File: src/rtl/dcs_pkg.sv
// Shared types and constants for the divisor count and sum block.
`default_nettype none

package dcs_pkg;

  localparam int COUNT_W = 11;
  localparam int SUM_W   = 36;
  localparam int MUL_W   = 36;

  localparam logic [MUL_W-1:0] COUNT_MAX = 36'd2047;
  localparam logic [MUL_W-1:0] SUM_MAX   = {MUL_W{1'b1}};

  typedef enum logic [3:0] {
    S_IDLE,
    S_CHECK,
    S_DIV,
    S_DIV_WAIT,
    S_PK_MUL,
    S_PK_WAIT,
    S_CNT_MUL,
    S_CNT_WAIT,
    S_SUM_MUL,
    S_SUM_WAIT,
    S_NEXT,
    S_DONE
  } state_t;

  typedef struct packed {
    logic busy;
    logic done;
  } unit_status_t;

endpackage

`default_nettype wire

File: src/rtl/divisor_count_and_sum.sv
// Top level: divisor count and divisor sum by serial trial division.
//
// Request: drive value and pulse start while busy is low; the request is taken
// at that edge and busy rises. Only bits below VALUE_WIDTH of value are used.
// Result: divisor_count and divisor_sum are valid for the single cycle in
// which done is high; busy drops the cycle after. The receiver cannot stall.
// A zero value returns count 0 and sum 0.
// Search: trial divisors 2 and then every odd number are tried while d*d is
// at most the remaining value; each trial is one pass of the bit-serial divider.
// Each prime power found adds a divide and a serial multiply per exponent step,
// and two serial multiplies per prime. Worst case for 32-bit values is about
// 32768 trials.
// One request is in flight at a time.
// Reset: synchronous rst returns the block to idle; no result is pending.
`default_nettype none

module divisor_count_and_sum #(
  parameter int VALUE_WIDTH = 32
) (
  input  wire logic        clk,
  input  wire logic        rst,
  input  wire logic        start,
  output logic             busy,
  input  wire logic [31:0] value,
  output logic             done,
  output logic [10:0]      divisor_count,
  output logic [35:0]      divisor_sum
);

  localparam int MW = (VALUE_WIDTH < 32) ? VALUE_WIDTH : 32;
  localparam int EW = $clog2(MW + 2);
  localparam int MUL_W = dcs_pkg::MUL_W;

  dcs_pkg::state_t state, state_next;

  logic [MW-1:0]                  m;
  logic [MW-1:0]                  d;
  logic [MW+1:0]                  sq;
  logic [EW-1:0]                  e1;
  logic [MUL_W-1:0]               pk;
  logic [MW:0]                    s;
  logic [dcs_pkg::COUNT_W-1:0]    count;
  logic [dcs_pkg::SUM_W-1:0]      sum;
  logic                           last;

  logic [MW-1:0]                  m_in;
  logic                           no_more;

  logic                           div_start;
  logic [MW-1:0]                  div_q;
  logic [MW-1:0]                  div_r;
  dcs_pkg::unit_status_t          div_stat;

  logic                           mul_start;
  logic [MUL_W-1:0]               mul_a;
  logic [MUL_W-1:0]               mul_b;
  logic [MUL_W-1:0]               mul_limit;
  logic [MUL_W-1:0]               mul_p;
  dcs_pkg::unit_status_t          mul_stat;

  assign m_in    = value[MW-1:0];
  assign no_more = sq > {2'b00, m};

  dcs_div #(.W(MW)) u_div (
    .clk       (clk),
    .rst       (rst),
    .start     (div_start),
    .dividend  (m),
    .divisor   (d),
    .quotient  (div_q),
    .remainder (div_r),
    .status    (div_stat)
  );

  dcs_mul #(.W(MUL_W)) u_mul (
    .clk     (clk),
    .rst     (rst),
    .start   (mul_start),
    .a       (mul_a),
    .b       (mul_b),
    .limit   (mul_limit),
    .product (mul_p),
    .status  (mul_stat)
  );

  always_ff @(posedge clk) begin
    if (rst) begin
      state <= dcs_pkg::S_IDLE;
    end else begin
      state <= state_next;
    end
  end

  always_comb begin
    state_next = state;
    case (state)
      dcs_pkg::S_IDLE: begin
        if (start) begin
          state_next = (m_in == '0) ? dcs_pkg::S_DONE : dcs_pkg::S_CHECK;
        end
      end
      dcs_pkg::S_CHECK: begin
        if (no_more) begin
          state_next = (m > MW'(1)) ? dcs_pkg::S_CNT_MUL : dcs_pkg::S_DONE;
        end else begin
          state_next = dcs_pkg::S_DIV;
        end
      end
      dcs_pkg::S_DIV:      state_next = dcs_pkg::S_DIV_WAIT;
      dcs_pkg::S_DIV_WAIT: begin
        if (div_stat.done) begin
          if (div_r == '0) begin
            state_next = dcs_pkg::S_PK_MUL;
          end else if (e1 > EW'(1)) begin
            state_next = dcs_pkg::S_CNT_MUL;
          end else begin
            state_next = dcs_pkg::S_NEXT;
          end
        end
      end
      dcs_pkg::S_PK_MUL:   state_next = dcs_pkg::S_PK_WAIT;
      dcs_pkg::S_PK_WAIT: begin
        if (mul_stat.done) begin
          state_next = dcs_pkg::S_DIV;
        end
      end
      dcs_pkg::S_CNT_MUL:  state_next = dcs_pkg::S_CNT_WAIT;
      dcs_pkg::S_CNT_WAIT: begin
        if (mul_stat.done) begin
          state_next = dcs_pkg::S_SUM_MUL;
        end
      end
      dcs_pkg::S_SUM_MUL:  state_next = dcs_pkg::S_SUM_WAIT;
      dcs_pkg::S_SUM_WAIT: begin
        if (mul_stat.done) begin
          state_next = last ? dcs_pkg::S_DONE : dcs_pkg::S_NEXT;
        end
      end
      dcs_pkg::S_NEXT:     state_next = dcs_pkg::S_CHECK;
      dcs_pkg::S_DONE:     state_next = dcs_pkg::S_IDLE;
      default:             state_next = dcs_pkg::S_IDLE;
    endcase
  end

  always_comb begin
    busy      = state != dcs_pkg::S_IDLE;
    done      = state == dcs_pkg::S_DONE;
    div_start = state == dcs_pkg::S_DIV;
    mul_start = state inside {dcs_pkg::S_PK_MUL, dcs_pkg::S_CNT_MUL, dcs_pkg::S_SUM_MUL};
    case (state)
      dcs_pkg::S_CNT_MUL: begin
        mul_a     = MUL_W'(count);
        mul_b     = MUL_W'(e1);
        mul_limit = dcs_pkg::COUNT_MAX;
      end
      dcs_pkg::S_SUM_MUL: begin
        mul_a     = MUL_W'(sum);
        mul_b     = MUL_W'(s);
        mul_limit = dcs_pkg::SUM_MAX;
      end
      default: begin
        mul_a     = pk;
        mul_b     = MUL_W'(d);
        mul_limit = dcs_pkg::SUM_MAX;
      end
    endcase
  end

  always_ff @(posedge clk) begin
    if (rst) begin
      last <= 1'b0;
    end else if (state == dcs_pkg::S_IDLE && start) begin
      last <= 1'b0;
    end else if (state == dcs_pkg::S_CHECK && no_more && m > MW'(1)) begin
      last <= 1'b1;
    end
  end

  always_ff @(posedge clk) begin
    case (state)
      dcs_pkg::S_IDLE: begin
        if (start) begin
          m     <= m_in;
          d     <= MW'(2);
          sq    <= (MW+2)'(4);
          e1    <= EW'(1);
          pk    <= MUL_W'(1);
          s     <= (MW+1)'(1);
          count <= dcs_pkg::COUNT_W'(m_in != '0);
          sum   <= dcs_pkg::SUM_W'(m_in != '0);
        end
      end
      dcs_pkg::S_CHECK: begin
        if (no_more && m > MW'(1)) begin
          e1 <= EW'(2);
          s  <= {1'b0, m} + (MW+1)'(1);
        end
      end
      dcs_pkg::S_DIV_WAIT: begin
        if (div_stat.done && div_r == '0) begin
          m  <= div_q;
          e1 <= e1 + EW'(1);
        end
      end
      dcs_pkg::S_PK_WAIT: begin
        if (mul_stat.done) begin
          pk <= mul_p;
          s  <= s + mul_p[MW:0];
        end
      end
      dcs_pkg::S_CNT_WAIT: begin
        if (mul_stat.done) begin
          count <= mul_p[dcs_pkg::COUNT_W-1:0];
        end
      end
      dcs_pkg::S_SUM_WAIT: begin
        if (mul_stat.done) begin
          sum <= mul_p[dcs_pkg::SUM_W-1:0];
        end
      end
      dcs_pkg::S_NEXT: begin
        if (d == MW'(2)) begin
          d  <= MW'(3);
          sq <= (MW+2)'(9);
        end else begin
          d  <= d + MW'(2);
          sq <= sq + {d, 2'b00} + (MW+2)'(4);
        end
        e1 <= EW'(1);
        pk <= MUL_W'(1);
        s  <= (MW+1)'(1);
      end
      default: begin
      end
    endcase
  end

  assign divisor_count = count;
  assign divisor_sum   = sum;

endmodule

`default_nettype wire

File: src/rtl/dcs_div.sv
// Bit-serial restoring divider, one quotient bit per cycle.
`default_nettype none

module dcs_div #(
  parameter int W = 32
) (
  input  wire logic                  clk,
  input  wire logic                  rst,
  input  wire logic                  start,
  input  wire logic [W-1:0]          dividend,
  input  wire logic [W-1:0]          divisor,
  output logic [W-1:0]               quotient,
  output logic [W-1:0]               remainder,
  output dcs_pkg::unit_status_t      status
);

  localparam int CW = $clog2(W + 1);

  logic [CW-1:0] cnt;
  logic [W-1:0]  rem;
  logic [W-1:0]  quo;
  logic          run;
  logic          fin;

  logic [W:0]    shifted;
  logic [W:0]    diff;
  logic          ge;
  logic [W-1:0]  rem_next;

  always_comb begin
    shifted  = {rem, quo[W-1]};
    ge       = shifted >= {1'b0, divisor};
    diff     = shifted - {1'b0, divisor};
    rem_next = ge ? diff[W-1:0] : shifted[W-1:0];
  end

  always_ff @(posedge clk) begin
    if (rst) begin
      run <= 1'b0;
      fin <= 1'b0;
    end else begin
      fin <= 1'b0;
      if (start) begin
        run <= 1'b1;
        cnt <= CW'(W);
        rem <= '0;
        quo <= dividend;
      end else if (run) begin
        rem <= rem_next;
        quo <= {quo[W-2:0], ge};
        cnt <= cnt - CW'(1);
        if (cnt == CW'(1)) begin
          run <= 1'b0;
          fin <= 1'b1;
        end
      end
    end
  end

  assign quotient    = quo;
  assign remainder   = rem;
  assign status.busy = run;
  assign status.done = fin;

endmodule

`default_nettype wire

File: src/rtl/dcs_mul.sv
// Bit-serial saturating multiplier, multiplier bits taken MSB first.
`default_nettype none

module dcs_mul #(
  parameter int W = 36
) (
  input  wire logic                  clk,
  input  wire logic                  rst,
  input  wire logic                  start,
  input  wire logic [W-1:0]          a,
  input  wire logic [W-1:0]          b,
  input  wire logic [W-1:0]          limit,
  output logic [W-1:0]               product,
  output dcs_pkg::unit_status_t      status
);

  localparam int CW = $clog2(W + 1);

  logic [CW-1:0] cnt;
  logic [W-1:0]  acc;
  logic [W-1:0]  a_r;
  logic [W-1:0]  b_r;
  logic [W-1:0]  lim_r;
  logic          sat;
  logic          run;
  logic          fin;

  logic [W+1:0]  tot;
  logic          over;

  always_comb begin
    tot  = {1'b0, acc, 1'b0} + {2'b00, (b_r[W-1] ? a_r : {W{1'b0}})};
    over = tot > {2'b00, lim_r};
  end

  always_ff @(posedge clk) begin
    if (rst) begin
      run <= 1'b0;
      fin <= 1'b0;
    end else begin
      fin <= 1'b0;
      if (start) begin
        run   <= 1'b1;
        cnt   <= CW'(W);
        acc   <= '0;
        sat   <= 1'b0;
        a_r   <= a;
        b_r   <= b;
        lim_r <= limit;
      end else if (run) begin
        b_r <= {b_r[W-2:0], 1'b0};
        cnt <= cnt - CW'(1);
        if (sat || over) begin
          sat <= 1'b1;
          acc <= lim_r;
        end else begin
          acc <= tot[W-1:0];
        end
        if (cnt == CW'(1)) begin
          run <= 1'b0;
          fin <= 1'b1;
        end
      end
    end
  end

  assign product     = acc;
  assign status.busy = run;
  assign status.done = fin;

endmodule

`default_nettype wire

File: config.mk
export PLATFORM = sky130hd
export DESIGN_NAME = divisor_count_and_sum
export DESIGN_NICKNAME = d
export VERILOG_FILES = /design/src/rtl/dcs_pkg.sv /design/src/rtl/divisor_count_and_sum.sv /design/src/rtl/dcs_div.sv /design/src/rtl/dcs_mul.sv
export SDC_FILE = /design/constraint.sdc
export NUM_CORES = 1
export LEC_CHECK = 0
export ABC_AREA = 1
export BUFFER_PORTS_ARGS = -buffer_cell sky130_fd_sc_hd__buf_2
export CORE_UTILIZATION = 40
export CTS_CLUSTER_SIZE = 24
export DETAILED_ROUTE_END_ITERATION = 12
export GPL_TIMING_DRIVEN = 0
export PLACE_DENSITY = 0.54
export SLEW_MARGIN = 30
export SYNTH_ARGS = -nofsm -noshare
export SYNTH_HDL_FRONTEND = slang
export SYNTH_SLANG_ARGS = --single-unit
File: constraint.sdc
create_clock -name clk -period 10.55 [get_ports clk]
set_clock_uncertainty 0.2 [all_clocks]
set_input_delay 2.11 -clock clk [delete_from_list [all_inputs] [get_ports clk]]
set_output_delay 2.11 -clock clk [all_outputs]
set_load 0.005 [all_outputs]
## After elaboration in Yosys (flattened, before gate mapping)

Index checks and enable logic that the tools add are counted.

- Equal/unequal tests: 21
- Mux-type cells: 61
- Add/subtract/negate cells: 10
- Reductions and logical operators: 37
- Order comparisons: 5
- Bitwise operators: 3

Operators with widths:

| cell | count |
|---|---|
| 2-to-1 mux 36 bit | 9 |
| 2-to-1 mux 32 bit | 8 |
| one-hot mux 36 bit (2 select lines) | 2 |
| one-hot mux 33 bit (4 select lines) | 1 |
| one-hot mux 32 bit (2 select lines) | 2 |
| one-hot mux 36 bit (3 select lines) | 1 |
| 2-to-1 mux 33 bit | 3 |
| 2-to-1 mux 34 bit | 2 |
| one-hot mux 34 bit (2 select lines) | 1 |
| one-hot mux 33 bit (2 select lines) | 1 |
| logical NOT 32 bit | 2 |
| one-hot mux 4 bit (11 select lines) | 1 |
| 2-to-1 mux 4 bit | 10 |
| adder 37 x 36 -> 38 bit | 1 |
| greater-than comparator 38 x 36 -> 1 bit | 1 |
| adder 34 x 3 -> 34 bit (second input constant) | 1 |
| adder 34 bit | 1 |
| greater-than comparator 34 x 32 -> 1 bit | 1 |
| adder 32 x 1 -> 33 bit (second input constant) | 1 |
| adder 33 bit | 1 |
| greater-or-equal comparator 33 x 32 -> 1 bit | 1 |
| adder 32 x 2 -> 32 bit (second input constant) | 1 |
| == test 32 x 2 -> 1 bit (second input constant) | 1 |
| greater-than comparator 32 x 1 -> 1 bit (second input constant) | 1 |
| 30 further kinds | 83 |

- Flip-flop bits (word level): 450
- Bits of input ports: 35
- Logic and storage cells: 160
- Output and inout port bits: 49

## Longest topological paths before layout

Gate-level depths: netlist of run 1.

- Word-level depth: 6
- Gate-level depth with buffers: 37
- Mapped depth without buffers: 35

## Cells and area by module

From an unflattened synthesis of run 1, not the netlist that was laid out.

- Cells, all modules: 4241
- Area total of the unflattened synthesis: 32059.5 um^2

Modules (own cells, without submodules):

| module | area each (um^2) | instances | cells each |
|---|---|---|---|
| divisor_count_and_sum | 16226.8 | 1 | 2071 |
| dcs_mul | 9693.0 | 1 | 1226 |
| dcs_div | 6139.6 | 1 | 944 |

## Worst setup path after synthesis of run 1

OpenSTA, ideal clock, no wires.

- Kind: in2reg
- From: input port rst
- To: register u_mul.b_r[0] (enable)
- Path slack: 4.070 ns
- Library setup time: 0.440 ns
- Cell stages on the path: 4
- Arrival time: 5.840 ns
- Cell sequence: clkbuf_1 > nor2_1 > inv_1 > nand2_1

- Longest elaborated chain between the ends: 2

Ends and longest elaborated chain:

| element | RTL line | text |
|---|---|---|
| from (decl) | divisor_count_and_sum.sv:21 | `input wire logic rst,` |
| NOT 1 bit (no line) | -- |  |
| AND reduction 2 bit (no line) | -- |  |
| to (signal assigned) | dcs_mul.sv:51 | `b_r <= {b_r[W-2:0], 1'b0};` |
| to (decl) | dcs_mul.sv:22 | `logic [W-1:0] b_r;` |

No other way between the ends.
A chain may end at the register's enable or synchronous reset.

## Final worst setup path of run 1

- From: register u_mul.b_r[35]
- To: register u_mul.acc[29] (netlist: u_mul.product[29]) (data pin)

- Longest elaborated chain between the ends: 6

Ends and longest elaborated chain:

| element | RTL line | text |
|---|---|---|
| 2-to-1 mux 36 bit (*) | dcs_mul.sv:32 | `tot = {1'b0, acc, 1'b0} + {2'b00, (b_r[W-1] ? a_r : {W{1'b0}})};` |
| adder 37 x 36 -> 38 bit (*) | dcs_mul.sv:32 |  |
| greater-than comparator 38 x 36 -> 1 bit | dcs_mul.sv:33 | `over = tot > {2'b00, lim_r};` |
| logical OR 1 bit | dcs_mul.sv:53 | `if (sat \|\| over) begin` |
| 2-to-1 mux 36 bit (*) | dcs_mul.sv:53 |  |
| 2-to-1 mux 36 bit (*) | dcs_mul.sv:50 | `end else if (run) begin` |
| to (signal assigned) | dcs_mul.sv:55 | `acc <= lim_r;` |
| to (signal assigned) | dcs_mul.sv:57 | `acc <= tot[W-1:0];` |
| to (decl) | dcs_mul.sv:20 | `logic [W-1:0] acc;` |

Every way passes the cells marked *; elsewhere a longest branch is shown, timed or not. The select of a mux whose other input is x is not followed.

==> summary.txt, run 1 <==
Run status
  – Status: finished clean

Clock tree
  – Hold buffers post-CTS: 0
  – # clock sinks: ~410
  – TritonCTS buffer count: 50
  – Setup Fix Bufs, Post-CTS: 0
  – Post-cts sizing count: 0
  – CTS tree: done
  – Clk slew on worst S/H paths: 60 ps
  – Clock root buffer: clkbuf_16
  – Clk_lat worst skew: between 600 and 700 ps
  – Clock tree buffer depth: 3
  – Max H-tree Level: 2

Layout
  – Most frequent cells in the layout: 830 x nand2_1, 494 x inv_1, 405 x edfxtp_1
  – Leading cell type in the layout, fill and taps excluded: nand2_1
  – Fraction of layout cells with a size suffix above 1: 0.07622
  – Layout area overhead: 12.27%
  – Nets: approximately 4000
  – Fill count: roughly 7300

Synthesis
  – Distinct cells, synth: 64
  – Yosys reg bits: between 400 and 500
  – Post-synth EDFFs: slightly above 400
  – YS warnings: 0
  – Sequential fraction of the synthesis area: 0.4241
  – Synth Cell Area: between 20000 and 30000 um^2
  – Syn Nets: between 3000 and 4000
  – Post-synth ARST share: 0
  – Syn avg cell area: a little over 8 um^2
  – Syn Inst Count: around 3600
  – Primary FF master, synth: edfxtp_1

Critical path
  – Crit Path Category: flop to flop
  – Flop2flop setup slack: around 4800 ps
  – Critical Path AT: ~5800 ps
  – CP max stage cell: clkbuf_1
  – Crit path buf inv count: 5
  – CP Launch Type: flop
  – Required time of the critical path: 10650 ps
  – Reg2reg start: u_mul.b_r[35]
  – CP Max Fanout: 10
  – Worst Setup End Kind: flop
  – Path depth of the worst reg2reg path: 34
  – Family with the most delay on the worst path: simple AND/OR/NAND/NOR gates
  – Most used cell, CP: nand2_1
  – Worst r2r dst: u_mul.product[29]
  – Slowest stage delay, CP: slightly above 600 ps

Timing
  – Max Slew Vio Count: 0
  – Min cycle time layout: 5723 ps
  – Hold slack final: 252.6 ps
  – Final period util: 0.5425
  – Worst Tran Pin Value: 1066 ps
  – Slew headroom: 0.2896
  – Setup violators final: 0
  – Fmax: about 170 MHz
  – RSZ-0062 raised after global routing: false
  – Final hold vios: 0
  – Setup TNS: 0 ps

Global route
  – Largest net degree at the start of global routing: 44
  – Initial antenna violation count: 1
  – Vias in the first global route: roughly 25000
  – Overflow after GRT: 0
  – Global-route wire length before repair: between 100000 and 150000 um
  – GR Util All Layers: 0.2591

Die
  – Die Height: 271.7 um
  – Die width: between 200 and 300 um
  – Cell Rows: 98
  – Starting density of the core: 0.4057
  – I/O pins: between 80 and 90
  – Die Footprint: around 74000 um^2
  – Core area: between 70000 and 80000 um^2

Power
  – Tot Pwr: 9.999 mW
  – Max IR drop VDD: around 0.14 mV
  – Pleak: between 10 and 15 nW
  – PD cells: between 300 and 400 nW/um^2

Placement
  – DP HPWL: about 77000 um
  – IO Port Bufs: slightly above 80
  – RD Place Congestion: 0.9985

Run
  – Max-capacitance violation count: 0

Hold path
  – HP Start: last
  – Hold Crit Class: flop to flop
  – Hold endpoint: last
  – Hold depth: 2

Detailed routing
  – WL/cell: between 20 and 25 um
  – Via count: around 25000
  – Final ANT Viol Nets: 0
  – DR pass1 iterations: 5
  – DRT iter0 DRCs: about 1900
  – Drt drc: 0
  – Avg Vias per Cell: about 5.3
  – Final wirelength: between 90000 and 100000 um
## how the worst max path moves through the flow
stage / slack, ps / endpoint / depth (start not counted) / start
2_1_floorplan: 4070 / u_mul.b_r[0] / 4 / rst
3_3_place_gp: 1700 / u_mul.b_r[25] / 4 / rst
3_5_place_dp: 4810 / u_mul.product[29] / 34 / u_mul.b_r[35]
4_1_cts: 4780 / u_mul.product[29] / 34 / u_mul.b_r[35]
5_1_grt: 4430 / u_mul.product[29] / 34 / u_mul.b_r[35]
6_report: 4830 / u_mul.product[29] / 34 / u_mul.b_r[35]
## cell type report
class	instances	area, um^2	share of cell area
Tap cell	950	1189	0.03638
Clock buffer	68	1369	0.04190
Multi-Input combinational cell	2618	14540	0.4450
Inverter	504	1892	0.05790
Antenna cell	1	2.502	0.00007659
Sequential cell	414	12340	0.3778
Buffer	82	406.6	0.01245
Timing Repair Buffer	95	645.6	0.01976
Clock inverter	24	287.8	0.008808
## cells by family after synthesis
group / count (synthesis) / synth area share
xor gates and xnor gates: 63 / 0.01896
AOI/OAI and AO/OA: 707 / 0.1405
and+or+nand+nor: 1617 / 0.2372
DFF: 414 / 0.4241
adders and majority gates: 231 / 0.1003
buffers and inverters: 586 / 0.07889
## cells in the mapped netlist (20+ instances only)
cell	instances	area share
nand2_1	832	0.11
clkbuf_1	57	0.0074
a21oi_1	284	0.049
nand3_1	204	0.035
a22o_1	26	0.0078
inv_1	495	0.064
o21bai_1	23	0.0059
edfxtp_1	405	0.42
nor2_1	377	0.049
ha_1	227	0.098
nand4_1	57	0.012
a21oi_2	20	0.0060
o21ai_0	228	0.039
nor3_1	60	0.010
o211ai_1	33	0.0085
xor2_1	48	0.014
## flip-flops by register name (all words and copies together), names as in the netlist, 33 cells and up
signal / flops
divisor_sum: 36
pk: 36
s: 33
sq: 33
u_mul.a_r: 36
u_mul.b_r: 36
u_mul.product: 36
## where the power goes
part	leakage [nW]	total, mW	internal (mW)	switching, mW
registers	3.91	3.16	2.71	0.449
clock network	0.807	1.78	1.05	0.721
logic	9.83	5.06	1.63	3.43
total	14.5	10.0	5.40	4.60
## routing by layer
| metal | GRT usage | up-vias | share of wire |
|---|---|---|---|
| met5 | 0 | - | 0 |
| met3 | 0.02893 | 149 | 0.043 |
| met1 | 0.3334 | 11950 | 0.44 |
| met4 | 0.1002 | 0 | 0.040 |
| li1 | - | 12620 | - |
| met2 | 0.4442 | 602 | 0.48 |
## worst min-delay path, stage by stage, from the launching register on
cell and delay (ps):
dfxtp_1 310, inv_1 50, a21oi_1 50
## through the flow
stage	instance area [um^2]	cells	util	setup slack (ps)
after floorplan	29100	3618	-	4070
after global placement	30700	4650	0.4280	1705
after detailed placement	31010	4663	0.4323	4809
after CTS	32670	4755	0.4554	4783
after global routing	32670	4755	0.4554	4430
final	32670	4756	0.4555	4827
(Power assumes the default switching activity.)
==> inputs of run 2 (changes only) <==
Clock period 10.55 ns to 5.3 ns, I/O delays scaled along.
==> run 2 against run 1 <==
  * Cell count grew 0.11%
  * Sequential share of layout area shrank 0.24 points
  * Critical path depth shrank 4
  * Clock power grew 120%
  * First-iteration DRC count shrank 8.9%
  * Largest power group unchanged
  * Critical path type unchanged
  * Via count grew 0.34%
==> summary.txt, run 2 (synthesized netlist as in run 1, its figures left out) <==
Critical path
  – Worst Setup End Kind: flop
  – Worst r2r dst: u_mul.product[28]
  – CP Max Fanout: 10
  – Crit path launch: u_mul.b_r[35]
  – CP max stage cell: edfxtp_1
  – Crit Path Category: flop to flop
  – Most used cell, CP: nand2_1
  – Flop2flop setup slack: approximately 340 ps
  – Path depth of the worst reg2reg path: 30
  – Reg2reg start: u_mul.b_r[35]
  – Slowest stage delay, CP: between 300 and 400 ps
  – Worst Setup EP: u_mul.product[28]
  – Required time of the critical path: ~5400 ps
  – CP Launch Type: flop
  – Critical Path AT: just over 5000 ps

Global route
  – Global-route wire length before repair: 147000 um
  – Overflow after GRT: 0
  – Initial antenna violation count: 1
  – Largest net degree at the start of global routing: 80
  – Vias in the first global route: between 20000 and 30000
  – GR Util All Layers: 0.2617

Placement
  – RD Place Congestion: around 0.95
  – IO Port Bufs: between 80 and 90
  – DP HPWL: between 70000 and 80000 um
  – Placement Setup Slack: -470.6 ps
  – Dpl cells: 4661

Hold path
  – Hold depth: 2
  – Hold Crit Class: flop to flop

Clock tree
  – Hold buffers post-CTS: 0
  – # clock sinks: a little over 400
  – Clk slew on worst S/H paths: approximately 60 ps
  – Clock tree buffer depth: 3
  – TritonCTS buffer count: 51
  – Clk_lat worst skew: 620 ps
  – CTS tree: done
  – Clock root buffer: clkbuf_16
  – Max H-tree Level: 2

Layout
  – Fraction of layout cells with a size suffix above 1: 0.07924
  – Fin util: 0.4584
  – Register area: 12340 um^2
  – Leading cell type in the layout, fill and taps excluded: nand2_1
  – Fill count: slightly above 7000
  – Most frequent cells in the layout: 830 x nand2_1, 494 x inv_1, 405 x edfxtp_1
  – Layout Cells excl Fill: 4761
  – Layout area overhead: 12.98%
  – Area of the multi-input gates: 14560 um^2
  – N_diodes: 0
  – Nets: between 4000 and 5000

Timing
  – Final hold vios: 0
  – Fmax: approximately 200 MHz
  – Setup violators final: 0
  – RSZ-0062 raised after global routing: false
  – Final period util: 0.9356
  – Max Slew Vio Count: 0
  – Slew headroom: 0.3035
  – Worst Tran Pin Value: about 1000 ps
  – Min cycle time layout: 4959 ps
  – Slack of the critical path: 341.5 ps

Die
  – Cell Rows: 98
  – Die width: approximately 270 um
  – Starting density of the core: 0.4057
  – Die Height: approximately 270 um
  – I/O pins: 84
  – Die Footprint: between 70000 and 80000 um^2
  – Core area: ~72000 um^2

Run status
  – Status: finished clean

Power
  – Pleak: 14.63 nW
  – Max IR drop VDD: 0.2547 mV
  – PD cells: 616.6 nW/um^2

Detailed routing
  – Final wirelength: 97230 um
  – Drt drc: 0
  – Avg Vias per Cell: around 5.3
  – DR pass1 iterations: 5
  – DRT iter0 DRCs: around 1700
  – WL/cell: about 20 um
  – Final ANT Viol Nets: 0
  – Via count: around 25000

Run
  – Max-capacitance violation count: 0
==> run 2: cell count changes in the layout (fill, tap and decap cells not counted), sizes merged <==
cell	change
bufinv	+5
inv	+3
clkinvlp	+2
clkinv	+2
buf	+3
diode	-1
clkbuf	-9
==> run 2: report_power, final <==
group,switching (mW),leakage (nW),total (mW),internal (mW)
combinational,6.87,9.84,10.1,3.26
sequential,0.876,3.91,6.27,5.40
clock,1.51,0.881,3.87,2.36
==> run 2: metal layers <==
| layer | vias up | GRT usage | routed length (um) |
|---|---|---|---|
| li1 | 12630 | - | - |
| met1 | 12030 | 0.3328 | 42280 |
| met2 | 590 | 0.4529 | 46780 |
| met3 | 152 | 0.03025 | 4504 |
| met4 | 2 | 0.1013 | 3660 |
| met5 | - | 0 | 13 |
==> run 2: cell type report <==
type | instances | share of cell area
Clock inverter | 36 | 0.01442
Inverter | 504 | 0.05754
Sequential cell | 414 | 0.3754
Buffer | 82 | 0.01294
Tap cell | 950 | 0.03615
Clock buffer | 60 | 0.04114
Timing Repair Buffer | 97 | 0.01948
Multi-Input combinational cell | 2618 | 0.4430
==> run 2: worst min path at each step <==
stage          endpoint  start
6_report           last   last
5_1_grt            last   last
4_1_cts            last   last
3_5_place_dp       last   last
3_3_place_gp       last   last
2_1_floorplan      last   last
==> run 2: repair_timing <==
| action | CTS | global route |
|---|---|---|
| endpoints found under the setup margin | 37 | 37 |
| gates resized for setup | 4 | 11 |
| pin swaps | 0 | 2 |
| setup buffers | 0 | 4 |
==> run 2: stage by stage <==
| step | power, mW | cell area (um^2) | hold slack [ps] | setup TNS (ps) |
|---|---|---|---|---|
| after detailed placement | 16.34 | 30980 | 242.4 | -15310 |
| after floorplan | 12.97 | 29110 | 223.1 | 0 |
| after CTS | 20.27 | 32820 | 251.7 | 0 |
| final | 20.27 | 32880 | 255.0 | 0 |
| after global routing | 21.81 | 32880 | 271.1 | 0 |
| after global placement | 16.16 | 30710 | 235.2 | -200990 |
==> run 2: worst max-delay path: cells and delay by family, from the launching register on <==
family                     cells  cell delay [ps]
adders and majority gates      2              630
buffers and inverters          7              810
AOI/OAI and AO/OA              3              510
and+or+nand+nor               18             2120
DFF                            1              390
==> inputs of run 3 (changes only) <==
--- a/config.mk
+++ b/config.mk
@@ -17,2 +17,3 @@
 export SYNTH_HDL_FRONTEND = slang
 export SYNTH_SLANG_ARGS = --single-unit
+export TNS_END_PERCENT = 1
==> constraint.sdc (replaced) <==
create_clock -name clk -period 5.3 [get_ports clk]
set_clock_uncertainty 0.2 [all_clocks]
set_input_delay 1.06 -clock clk [delete_from_list [all_inputs] [get_ports clk]]
set_output_delay 1.06 -clock clk [all_outputs]
set_load 0.01 [all_outputs]
==> run 3 against run 2 <==
  * Routed wire length fell by 0.14%
  * Clock power decreased by 7.2%
  * Fmax is 1.5% higher
  * Largest cell class unchanged
  * Largest power group unchanged
==> summary.txt, run 3 (synthesized netlist as in run 1, its figures left out) <==
Clock tree
  – # clock sinks: about 410
  – CTS tree: done
  – Clock root buffer: clkbuf_16
  – TritonCTS buffer count: 49
  – Clk_lat worst skew: around 600 ps
  – Max H-tree Level: 2
  – Clk slew on worst S/H paths: 60 ps
  – Clock tree buffer depth: 3

Detailed routing
  – Final wirelength: between 90000 and 100000 um
  – Routed length on met3: about 4600 um
  – Max Used Layer: met5
  – Via count: 25250
  – Drt drc: 0
  – DR pass1 iterations: 5
  – WL/cell: 20.42 um
  – Final ANT Viol Nets: 0
  – Metal2 WL: 47080 um
  – Avg Vias per Cell: approximately 5.3
  – DRT iter0 DRCs: between 1500 and 2000
  – M1 wire length: around 42000 um

Placement
  – IO Port Bufs: between 80 and 90
  – RD Place Congestion: 0.9704
  – DP HPWL: 78120 um

Global route
  – Global-route wire length before repair: approximately 150000 um
  – Vias in the first global route: 25000
  – Overflow after GRT: 0
  – GR Util All Layers: 0.2623
  – Initial antenna violation count: 2
  – Largest net degree at the start of global routing: 80

Critical path
  – CP Launch Type: flop
  – Worst Setup End Kind: flop
  – Critical Path AT: around 5000 ps
  – Path depth of the worst reg2reg path: 30
  – Required time of the critical path: 5420 ps
  – Crit Path Category: flop to flop
  – CP max stage cell: edfxtp_1
  – Most used cell, CP: nand2_1
  – Slowest stage delay, CP: approximately 340 ps
  – CP Max Fanout: 10

Timing
  – Min cycle time layout: 4884 ps
  – Worst Tran Pin Value: 1059 ps
  – Fmax: slightly above 200 MHz
  – Final hold vios: 0
  – Slew headroom: 0.2943
  – Hold slack final: 252.5 ps
  – Setup violators final: 0
  – Final period util: 0.9215
  – Max Slew Vio Count: 0
  – Setup TNS: 0 ps

Run status
  – Status: finished clean

Die
  – Cell Rows: 98
  – I/O pins: 84
  – Core area: roughly 72000 um^2
  – Die width: 271.7 um
  – Die Height: 271.7 um
  – Starting density of the core: 0.4057
  – Die Footprint: between 70000 and 80000 um^2

Layout
  – Fraction of layout cells with a size suffix above 1: 0.07987
  – Leading cell type in the layout, fill and taps excluded: nand2_1
  – Layout area overhead: 12.59%
  – N_diodes: 0
  – Fill count: approximately 7300
  – Most frequent cells in the layout: 829 x nand2_1, 493 x inv_1, 405 x edfxtp_1
  – Nets: between 4000 and 5000

Power
  – Pleak: roughly 15 nW
  – Tot Pwr: about 20 mW
  – Max IR drop VDD: roughly 0.25 mV
  – PD cells: approximately 600 nW/um^2

Hold path
  – Hold Crit Class: flop to flop
  – Hold depth: 2

Run
  – Max-capacitance violation count: 0
==> run 3: cell count changes in the layout (fill, tap and decap cells not counted), sizes merged <==
cell    delta
clkbuf     +3
bufinv     -3
buf        +2
clkinv     -3
inv        -4
==> run 3: final timing paths <==
check | start | endpoint | slack (ps)
hold / removal | last | last | 250
setup reg to reg | u_mul.b_r[35] | u_mul.product[26] | 420
hold reg to reg | last | last | 250
setup / recovery | u_mul.b_r[35] | u_mul.product[26] | 420
==> run 3: metrics by stage <==
| step | setup slack [ps] | utilization | cells | cell area (um^2) |
|---|---|---|---|---|
| CTS | 32.85 | 0.4557 | 4752 | 32690 |
| global route | -6.467 | 0.4568 | 4756 | 32770 |
| detailed placement | -480.2 | 0.4322 | 4662 | 31000 |
| finish | 415.8 | 0.4568 | 4756 | 32770 |
| floorplan | -95.60 | - | 3618 | 29100 |
| global placement | -2395 | 0.4280 | 4650 | 30700 |
==> run 3: layout make-up <==
class / instances / area (um^2) / area share
Tap cell: 950 / 1189 / 0.03628
Clock inverter: 26 / 345.3 / 0.01054
Inverter: 504 / 1896 / 0.05785
Multi-Input combinational cell: 2618 / 14580 / 0.4450
Clock buffer: 64 / 1334 / 0.04071
Buffer: 82 / 422.9 / 0.01291
Timing Repair Buffer: 98 / 655.6 / 0.02001
Sequential cell: 414 / 12340 / 0.3767
==> run 3: critical path: cells and delay by family (launching register included) <==
kind | cells | cell delay (ps)
flops | 1 | 340
fa+ha+maj | 2 | 570
buf+inv | 7 | 890
compound gates | 3 | 550
simple gates | 18 | 2050
==> run 3: what timing repair did <==
action,in CTS,in global routing
buffers inserted,0,4
hold buffers,0,0
endpoints found under the setup margin,37,37
pin swaps,0,2
resized for setup,4,18
==> run 3: routing by layer <==
layer  track usage  up-vias
met2        0.4606      593
met5             0        -
met4       0.08885        4
met1        0.3308    11880
met3       0.03308      143
li1              -    12630
==> run 3: where the power goes <==
part / leakage [nW] / switching (mW) / internal, mW / total [mW]
registers: 3.91 / 0.884 / 5.40 / 6.28
clock network: 0.812 / 1.43 / 2.16 / 3.59
logic: 9.84 / 6.91 / 3.27 / 10.2
